## config.mk

```make
export PLATFORM = sky130hd
export DESIGN_NAME = length_prefix_batch_deframer_top_flat
export DESIGN_NICKNAME = d
export VERILOG_FILES = /design/src/hw/rtl/lpbd_pkg.sv /design/src/hw/rtl/lpbd_if.sv /design/src/hw/rtl/length_prefix_batch_deframer_top.sv /design/src/hw/rtl/lpbd_core.sv /design/src/hw/rtl/lpbd_out_buf.sv /design/src/flat_wrapper.sv
export SDC_FILE = /design/constraint.sdc
export NUM_CORES = 1
export LEC_CHECK = 0
export ABC_AREA = 1
export BUFFER_PORTS_ARGS = -buffer_cell sky130_fd_sc_hd__buf_4
export CAP_MARGIN = 20
export CORE_ASPECT_RATIO = 1.1
export CORE_MARGIN = 1
export CORE_UTILIZATION = 60
export DETAILED_ROUTE_END_ITERATION = 16
export HOLD_SLACK_MARGIN = 0.12
export PLACE_DENSITY = 0.8
export SLEW_MARGIN = 10
export SYNTH_ARGS = -nofsm -noshare
export SYNTH_HDL_FRONTEND = slang
export SYNTH_SLANG_ARGS = --single-unit
```

## constraint.sdc

```tcl
create_clock -name clk -period 20.2 [get_ports clk]
set_clock_uncertainty 0.15 [all_clocks]
set_input_delay 2.02 -clock clk [delete_from_list [all_inputs] [get_ports clk]]
set_output_delay 2.02 -clock clk [all_outputs]
set_load 0.01 [all_outputs]
```

## src/hw/rtl/lpbd_pkg.sv

```systemverilog
// Shared types and status codes for the length-prefix batch deframer.
package lpbd_pkg;

  localparam int unsigned WordW   = 32;
  localparam int unsigned ByteW   = 8;
  localparam int unsigned StatusW = 3;

  // Values of func on the input channel.
  localparam logic FUNC_DATA = 1'b0;
  localparam logic FUNC_END  = 1'b1;

  // Values of result_kind on the result channel.
  localparam logic KIND_DESC    = 1'b0;
  localparam logic KIND_SUMMARY = 1'b1;

  // Summary status codes.
  localparam logic [StatusW-1:0] ST_OK         = 3'd0;
  localparam logic [StatusW-1:0] ST_HDR_TRUNC  = 3'd1;
  localparam logic [StatusW-1:0] ST_PAY_TRUNC  = 3'd2;
  localparam logic [StatusW-1:0] ST_NO_PAYLOAD = 3'd3;
  localparam logic [StatusW-1:0] ST_TOO_LONG   = 3'd4;

  typedef struct packed {
    logic               result_kind;
    logic [WordW-1:0]   record_index;
    logic [WordW-1:0]   payload_offset;
    logic [WordW-1:0]   payload_len;
    logic [StatusW-1:0] status;
    logic [WordW-1:0]   record_count;
  } result_t;

endpackage

```

## src/hw/rtl/lpbd_if.sv

```systemverilog
// Valid/ready channel interfaces for batch bytes and deframer results.
interface lpbd_in_if;
  import lpbd_pkg::*;

  logic             valid;
  logic             ready;
  logic             func;
  logic [ByteW-1:0] data_byte;

  modport source (output valid, output func, output data_byte, input ready);
  modport sink   (input valid, input func, input data_byte, output ready);
endinterface

interface lpbd_out_if;
  import lpbd_pkg::*;

  logic               valid;
  logic               ready;
  logic               result_kind;
  logic [WordW-1:0]   record_index;
  logic [WordW-1:0]   payload_offset;
  logic [WordW-1:0]   payload_len;
  logic [StatusW-1:0] status;
  logic [WordW-1:0]   record_count;

  modport source (output valid, output result_kind, output record_index,
                  output payload_offset, output payload_len, output status,
                  output record_count, input ready);
  modport sink   (input valid, input result_kind, input record_index,
                  input payload_offset, input payload_len, input status,
                  input record_count, output ready);
endinterface

```

## src/hw/rtl/length_prefix_batch_deframer_top.sv

```systemverilog
// Top level of the length-prefix batch deframer: framing core plus result buffer.
// Each result is registered in the result buffer before it appears on the output channel.
// Throughput: one batch byte or end mark per cycle, limited only by the two-entry result buffer.
// Reset: synchronous, active-low rst_n clears the framing state and empties the result buffer.
module length_prefix_batch_deframer_top (
  input  logic   clk,
  input  logic   rst_n,
  lpbd_in_if.sink    in_ch,
  lpbd_out_if.source out_ch
);
  import lpbd_pkg::*;

  // Every input transfer updates the framing state in the core in the same
  // cycle. A data byte that completes a four-byte header produces a record
  // descriptor; an end mark always produces a summary and clears the state.
  logic    in_acc;
  logic    core_res_vld;
  result_t core_res;
  logic    buf_rdy;
  logic    buf_vld;
  result_t buf_res;

  // The core can always take a transfer; only the result buffer can stall it.
  // Input is refused only when both the result register and the skid
  // register hold results that are still waiting downstream.
  assign in_ch.ready = buf_rdy;
  assign in_acc      = in_ch.valid && buf_rdy;

  lpbd_core u_core (
    .clk       (clk),
    .rst_n     (rst_n),
    .acc       (in_acc),
    .func      (in_ch.func),
    .data_byte (in_ch.data_byte),
    .res_vld   (core_res_vld),
    .res       (core_res)
  );

  lpbd_out_buf u_out_buf (
    .clk    (clk),
    .rst_n  (rst_n),
    .up_vld (core_res_vld),
    .up_res (core_res),
    .up_rdy (buf_rdy),
    .dn_vld (buf_vld),
    .dn_res (buf_res),
    .dn_rdy (out_ch.ready)
  );

  // Result channel is driven straight from the buffer's result register.
  assign out_ch.valid          = buf_vld;
  assign out_ch.result_kind    = buf_res.result_kind;
  assign out_ch.record_index   = buf_res.record_index;
  assign out_ch.payload_offset = buf_res.payload_offset;
  assign out_ch.payload_len    = buf_res.payload_len;
  assign out_ch.status         = buf_res.status;
  assign out_ch.record_count   = buf_res.record_count;

  // An end-mark transfer must always yield a summary result.
  a_end_gives_summary: assert property (@(posedge clk) disable iff (!rst_n)
    (in_acc && in_ch.func == FUNC_END) |->
      (core_res_vld && core_res.result_kind == KIND_SUMMARY))
    else $error("end mark transfer did not produce a summary");

  // Descriptors carry neither a status nor a record count.
  a_desc_fields_zero: assert property (@(posedge clk) disable iff (!rst_n)
    (core_res_vld && core_res.result_kind == KIND_DESC) |->
      (core_res.status == ST_OK && core_res.record_count == '0))
    else $error("descriptor carries summary fields");

  // The input side can only stall while a result is being offered downstream.
  a_stall_needs_output: assert property (@(posedge clk) disable iff (!rst_n)
    !buf_rdy |-> buf_vld)
    else $error("input stalled with no result on the output");

  // A result leaves the core only on an input transfer.
  a_result_on_transfer: assert property (@(posedge clk) disable iff (!rst_n)
    core_res_vld |-> in_acc)
    else $error("result produced without an input transfer");

endmodule

```

## src/hw/rtl/lpbd_core.sv

```systemverilog
// Framing state and result generation for one accepted batch byte or end mark.
module lpbd_core (
  input  logic                         clk,
  input  logic                         rst_n,
  input  logic                         acc,
  input  logic                         func,
  input  logic [lpbd_pkg::ByteW-1:0]   data_byte,
  output logic                         res_vld,
  output lpbd_pkg::result_t            res
);
  import lpbd_pkg::*;

  logic               in_payload_r, in_payload_nxt;
  logic [1:0]         hdr_cnt_r, hdr_cnt_nxt;
  logic [23:0]        len_acc_r, len_acc_nxt;
  logic [WordW-1:0]   pay_rem_r, pay_rem_nxt;
  logic [WordW-1:0]   byte_off_r, byte_off_nxt;
  logic [WordW-1:0]   rec_cnt_r, rec_cnt_nxt;
  logic               ovf_r, ovf_nxt;
  logic [WordW-1:0]   off_inc;
  logic [WordW-1:0]   full_len;
  logic [StatusW-1:0] sum_status;

  assign off_inc  = byte_off_r + 32'd1;
  assign full_len = {data_byte, len_acc_r};

  always_comb begin
    if (ovf_r) begin
      sum_status = ST_TOO_LONG;
    end else if (in_payload_r) begin
      sum_status = ST_PAY_TRUNC;
    end else if (hdr_cnt_r != 2'd0) begin
      sum_status = ST_HDR_TRUNC;
    end else if (rec_cnt_r == '0) begin
      sum_status = ST_NO_PAYLOAD;
    end else begin
      sum_status = ST_OK;
    end
  end

  always_comb begin
    in_payload_nxt = in_payload_r;
    hdr_cnt_nxt    = hdr_cnt_r;
    len_acc_nxt    = len_acc_r;
    pay_rem_nxt    = pay_rem_r;
    byte_off_nxt   = byte_off_r;
    rec_cnt_nxt    = rec_cnt_r;
    ovf_nxt        = ovf_r;
    res_vld        = 1'b0;
    res            = '0;
    if (acc) begin
      if (func == FUNC_END) begin
        res_vld          = 1'b1;
        res.result_kind  = KIND_SUMMARY;
        res.status       = sum_status;
        res.record_count = rec_cnt_r;
        in_payload_nxt   = 1'b0;
        hdr_cnt_nxt      = 2'd0;
        len_acc_nxt      = '0;
        pay_rem_nxt      = '0;
        byte_off_nxt     = '0;
        rec_cnt_nxt      = '0;
        ovf_nxt          = 1'b0;
      end else if (!ovf_r) begin
        if (byte_off_r == '1) begin
          // The byte would sit past the last addressable offset.
          ovf_nxt = 1'b1;
        end else begin
          byte_off_nxt = off_inc;
          if (in_payload_r) begin
            pay_rem_nxt = pay_rem_r - 32'd1;
            if (pay_rem_r == 32'd1) begin
              in_payload_nxt = 1'b0;
            end
          end else begin
            case (hdr_cnt_r)
              2'd0: begin
                len_acc_nxt[7:0] = data_byte;
                hdr_cnt_nxt      = 2'd1;
              end
              2'd1: begin
                len_acc_nxt[15:8] = data_byte;
                hdr_cnt_nxt       = 2'd2;
              end
              2'd2: begin
                len_acc_nxt[23:16] = data_byte;
                hdr_cnt_nxt        = 2'd3;
              end
              default: begin
                res_vld            = 1'b1;
                res.result_kind    = KIND_DESC;
                res.record_index   = rec_cnt_r;
                res.payload_offset = off_inc;
                res.payload_len    = full_len;
                if (rec_cnt_r != '1) begin
                  rec_cnt_nxt = rec_cnt_r + 32'd1;
                end
                if (full_len != '0) begin
                  in_payload_nxt = 1'b1;
                  pay_rem_nxt    = full_len;
                end
                hdr_cnt_nxt = 2'd0;
                len_acc_nxt = '0;
              end
            endcase
          end
        end
      end
    end
  end

  always_ff @(posedge clk) begin
    if (!rst_n) begin
      in_payload_r <= 1'b0;
      hdr_cnt_r    <= 2'd0;
      len_acc_r    <= '0;
      pay_rem_r    <= '0;
      byte_off_r   <= '0;
      rec_cnt_r    <= '0;
      ovf_r        <= 1'b0;
    end else begin
      in_payload_r <= in_payload_nxt;
      hdr_cnt_r    <= hdr_cnt_nxt;
      len_acc_r    <= len_acc_nxt;
      pay_rem_r    <= pay_rem_nxt;
      byte_off_r   <= byte_off_nxt;
      rec_cnt_r    <= rec_cnt_nxt;
      ovf_r        <= ovf_nxt;
    end
  end

endmodule

```

## src/hw/rtl/lpbd_out_buf.sv

```systemverilog
// Result register with a skid stage so the input side keeps moving under stall.
module lpbd_out_buf (
  input  logic              clk,
  input  logic              rst_n,
  input  logic              up_vld,
  input  lpbd_pkg::result_t up_res,
  output logic              up_rdy,
  output logic              dn_vld,
  output lpbd_pkg::result_t dn_res,
  input  logic              dn_rdy
);
  import lpbd_pkg::*;

  logic    main_vld_r, main_vld_nxt;
  logic    skid_vld_r, skid_vld_nxt;
  result_t main_r, main_nxt;
  result_t skid_r, skid_nxt;

  assign up_rdy = !skid_vld_r;
  assign dn_vld = main_vld_r;
  assign dn_res = main_r;

  always_comb begin
    main_vld_nxt = main_vld_r;
    skid_vld_nxt = skid_vld_r;
    main_nxt     = main_r;
    skid_nxt     = skid_r;
    if (!main_vld_r || dn_rdy) begin
      if (skid_vld_r) begin
        main_vld_nxt = 1'b1;
        main_nxt     = skid_r;
        skid_vld_nxt = 1'b0;
      end else begin
        main_vld_nxt = up_vld;
        main_nxt     = up_res;
      end
    end else if (up_vld && up_rdy) begin
      skid_vld_nxt = 1'b1;
      skid_nxt     = up_res;
    end
  end

  always_ff @(posedge clk) begin
    if (!rst_n) begin
      main_vld_r <= 1'b0;
      skid_vld_r <= 1'b0;
    end else begin
      main_vld_r <= main_vld_nxt;
      skid_vld_r <= skid_vld_nxt;
    end
    main_r <= main_nxt;
    skid_r <= skid_nxt;
  end

endmodule

```

## src/flat_wrapper.sv

```systemverilog
// flat-port wrapper written by rule: the top's interface ports become plain ports
module length_prefix_batch_deframer_top_flat import lpbd_pkg::*;
  (clk, rst_n, in_ch_valid, in_ch_func, in_ch_data_byte, in_ch_ready, out_ch_valid, out_ch_result_kind, out_ch_record_index, out_ch_payload_offset, out_ch_payload_len, out_ch_status, out_ch_record_count, out_ch_ready);
  lpbd_in_if in_ch_i ();
  lpbd_out_if out_ch_i ();
  input  logic clk;
  input  logic rst_n;
  input wire logic [$bits(in_ch_i.valid)-1:0] in_ch_valid;
  input wire logic [$bits(in_ch_i.func)-1:0] in_ch_func;
  input wire logic [$bits(in_ch_i.data_byte)-1:0] in_ch_data_byte;
  output wire logic [$bits(in_ch_i.ready)-1:0] in_ch_ready;
  output wire logic [$bits(out_ch_i.valid)-1:0] out_ch_valid;
  output wire logic [$bits(out_ch_i.result_kind)-1:0] out_ch_result_kind;
  output wire logic [$bits(out_ch_i.record_index)-1:0] out_ch_record_index;
  output wire logic [$bits(out_ch_i.payload_offset)-1:0] out_ch_payload_offset;
  output wire logic [$bits(out_ch_i.payload_len)-1:0] out_ch_payload_len;
  output wire logic [$bits(out_ch_i.status)-1:0] out_ch_status;
  output wire logic [$bits(out_ch_i.record_count)-1:0] out_ch_record_count;
  input wire logic [$bits(out_ch_i.ready)-1:0] out_ch_ready;
  assign in_ch_i.valid = in_ch_valid;
  assign in_ch_i.func = in_ch_func;
  assign in_ch_i.data_byte = in_ch_data_byte;
  assign in_ch_ready = in_ch_i.ready;
  assign out_ch_valid = out_ch_i.valid;
  assign out_ch_result_kind = out_ch_i.result_kind;
  assign out_ch_record_index = out_ch_i.record_index;
  assign out_ch_payload_offset = out_ch_i.payload_offset;
  assign out_ch_payload_len = out_ch_i.payload_len;
  assign out_ch_status = out_ch_i.status;
  assign out_ch_record_count = out_ch_i.record_count;
  assign out_ch_i.ready = out_ch_ready;
  length_prefix_batch_deframer_top u_core (.clk(clk), .rst_n(rst_n), .in_ch(in_ch_i), .out_ch(out_ch_i));
endmodule
```

==> flow_summary.json <==
{
  "timing.final.crit_period_ns": 4.67,
  "die_h_um": 185,
  "hold_path_end": "u_core.u_core.len_acc_r[5]$_SDFFE_PN0P_",
  "synthCells": 2136,
  "gp_congestion": 0.944,
  "io_buffers": 146,
  "num_rows": 66,
  "io_pins": 147,
  "clock.fmax_mhz": 214,
  "drc_errors": 0,
  "r2r_start": "u_core.u_core.byte_off_r[0]$_SDFFE_PN0P_",
  "cp-end-kind": "flip-flop",
  "worstSetupPathType": "input port to flip-flop",
  "clk_pin_slew_ns": 0.06,
  "hp-start": "u_core.u_core.len_acc_r[5]$_SDFFE_PN0P_",
  "rr_endpoint": "u_core.u_out_buf.dn_res[86]$_DFFE_PP_",
  "grt_max_degree": 122,
  "top_layer": "met4",
  "grt_pass1_wl_um": 72600,
  "cts_buffer_depth": 3,
  "ir_drop_mv": 0.0632,
  "leakage_nw": 7.60,
  "required_ns": 20.47,
  "synth.avg_cell_area_um2": 8.57,
  "ys_seq_elements": 390,
  "instances_no_fill": 2679,
  "cts_hold_buf": 0,
  "grt.total_usage_pct": 29.3,
  "path_max_fanout": 64,
  "layout-drive-gt1-share_pct": 13.1,
  "via_per_inst": 5.60,
  "fin_crit_sh_pct": 23.1,
  "setup_tns_ns": 0,
  "finalHoldViolCount": 0,
  "postCtsResizedCells": 0,
  "initial_core_util_pct": 61.4,
  "wl_met1_um": 19000,
  "rsz0062_at_grt": "false",
  "yosysSeqAreaShare_pct": 57.1,
  "worst_pin_slew_ns": 1.09,
  "ys_async_sr_fraction_pct": 0,
  "worst_slew_margin_rel_pct": 27.3,
  "diodes": 0,
  "layout_common_cells": "nand2_1, nor2_1, edfxtp_1",
  "core_area_um2": 29800,
  "dp_hpwl_um": 29900,
  "wl_met2_um": 22900,
  "fp.dieW_um": 169,
  "ys.flop_type": "edfxtp_1",
  "area_delta_synth_final_pct": 14.6,
  "synth_edf_count": 264,
  "htreeDepth": 2,
  "dr.pass1.iters": 5,
  "dieArea_um2": 31200,
  "grt_pass1_vias": 14200,
  "p_per_area_nw_per_um2": 86.8,
  "r2r_setup_slack_ns": 16.70,
  "layout_commonest_cell": "nand2_1",
  "vias": 15000,
  "setup_viol": 0,
  "nNetsFinal": 2262,
  "cts_setup_buffers": 0,
  "cts_root_buffer": "clkbuf_16",
  "worstHoldPathCells": 2,
  "cts_made_buffers": 39,
  "yosysUniqueCellTypes": 46,
  "clkLatencyLatePin_ns": 0.54,
  "cts.sinks": 390,
  "drv_slew": 0,
  "mappedNetlistArea_um2": 18300,
  "synth_top_cell_by_area": "edfxtp_1",
  "r2r_cells": 9,
  "route.met3.wl_um": 2740,
  "dp.cells": 2604,
  "cts_tree": "yes",
  "detail-route-antenna-nets": 0,
  "synth_top_area_share_pct": 43.3,
  "hp-class": "flip-flop to flip-flop",
  "wl_per_cell_um": 17.1,
  "ys_top_cells_by_area": "edfxtp_1, dfxtp_1, nand2_1, nor2_1, o21ai_0",
  "grt_overflow": 0,
  "crit_arrival_ns": 4.94,
  "status": "finished, final reports clean",
  "wl_um": 45900,
  "start_kind": "input port",
  "antenna_found_initial": 0,
  "syn_nets": 2158,
  "yosysWarningCount": 0,
  "max_cap_viol_count": 0,
  "drt-initial-drc-count": 1263
}
[cell families after synthesis]
| kind of cell | share of synthesized area, % |
|---|---|
| buffers and inverters | 5.23 |
| DFF | 57.1 |
| AOI/OAI and AO/OA | 10.0 |
| and+or+nand+nor | 26.1 |
| adders and majority gates | 0.615 |
| xor gates and xnor gates | 1.00 |
[worst max-delay path, cell delays in order]
cell,delay [ns]
buf_4,0.54
inv_2,0.09
nor2_2,0.21
inv_2,0.26
buf_4,0.36
nand2_4,0.55
nand3_4,0.49
a21oi_1,0.28
nor2_1,0.07
[registers in the layout, summed over array words and instances (netlist names)]
name and count:
u_core.u_out_buf.skid_r 132, u_core.u_core.ovf_r 1, u_core.u_core.pay_rem_r 32, u_core.u_core.len_acc_r 24, u_core.u_out_buf.dn_res 132, u_core.u_out_buf.dn_vld 1, u_core.u_core.byte_off_r 32, u_core.u_out_buf.skid_vld_r 1
u_core.u_core.in_payload_r 1, u_core.u_core.rec_cnt_r 32, u_core.u_core.hdr_cnt_r 2
[layer usage]
| metal | vias to the layer above | global-route usage, % |
|---|---|---|
| li1 | 7292 | - |
| met1 | 7081 | 37.1 |
| met2 | 536 | 52.2 |
| met3 | 98 | 3.91 |
| met4 | 0 | 9.49 |
| met5 | - | 0 |
[where the power goes]
group          leakage (nW)  internal [mW]  total (mW)  switching [mW]
clock                 0.661          0.441       0.755           0.314
sequential             3.56          0.877       0.897          0.0203
combinational          3.38         0.0544       0.170           0.116
total                  7.60           1.37        1.82           0.450
[how the worst max path moves through the flow]
stage	start	endpoint	slack (ns)
after floorplan	out_ch_ready	u_core.u_out_buf.skid_r[0]$_DFFE_PP_	7.62
after global placement	in_ch_func	u_core.u_out_buf.skid_r[72]$_DFFE_PP_	15.10
after detailed placement	in_ch_func	u_core.u_out_buf.skid_r[79]$_DFFE_PP_	15.01
after CTS	in_ch_func	u_core.u_out_buf.skid_r[56]$_DFFE_PP_	15.52
after global routing	in_ch_func	u_core.u_core.pay_rem_r[2]$_SDFFE_PN0P_	15.28
final	in_ch_func	u_core.u_core.pay_rem_r[2]$_SDFFE_PN0P_	15.53
[through the flow]
step           power (mW)  setup slack [ns]  utilization, %  area (um^2)  hold slack (ns)
3_5_place_dp         1.08             15.01            65.6        19600            0.310
4_1_cts              1.83             15.52            70.1        20900            0.320
3_3_place_gp         1.07             15.10            65.6        19600            0.305
5_1_grt              1.88             15.28            70.4        21000            0.351
2_1_floorplan        1.02              7.62               -        18300            0.295
6_report             1.82             15.53            70.4        21000            0.322
[cell type report]
cell class | instances | area, um^2
Sequential cell | 390 | 10500
Fill cell | 2373 | 8830
Multi-Input combinational cell | 1517 | 6930
Timing Repair Buffer | 160 | 1250
Clock buffer | 48 | 1090
Tap cell | 408 | 510
Inverter | 132 | 495
Clock inverter | 24 | 250
[cell usage after synthesis (all sizes together) (3+ instances only)]
master / n
a211oi: 19
a21o: 3
a21oi: 108
buf: 48
clkbuf: 49
dfxtp: 126
edfxtp: 264
ha: 9
inv: 132
nand2: 592
nand3: 100
nand4: 21
nor2: 398
nor3: 20
nor4: 4
o21ai: 198
o21bai: 3
or2: 7
xor2: 21
Power figures use the tool's default switching activity.
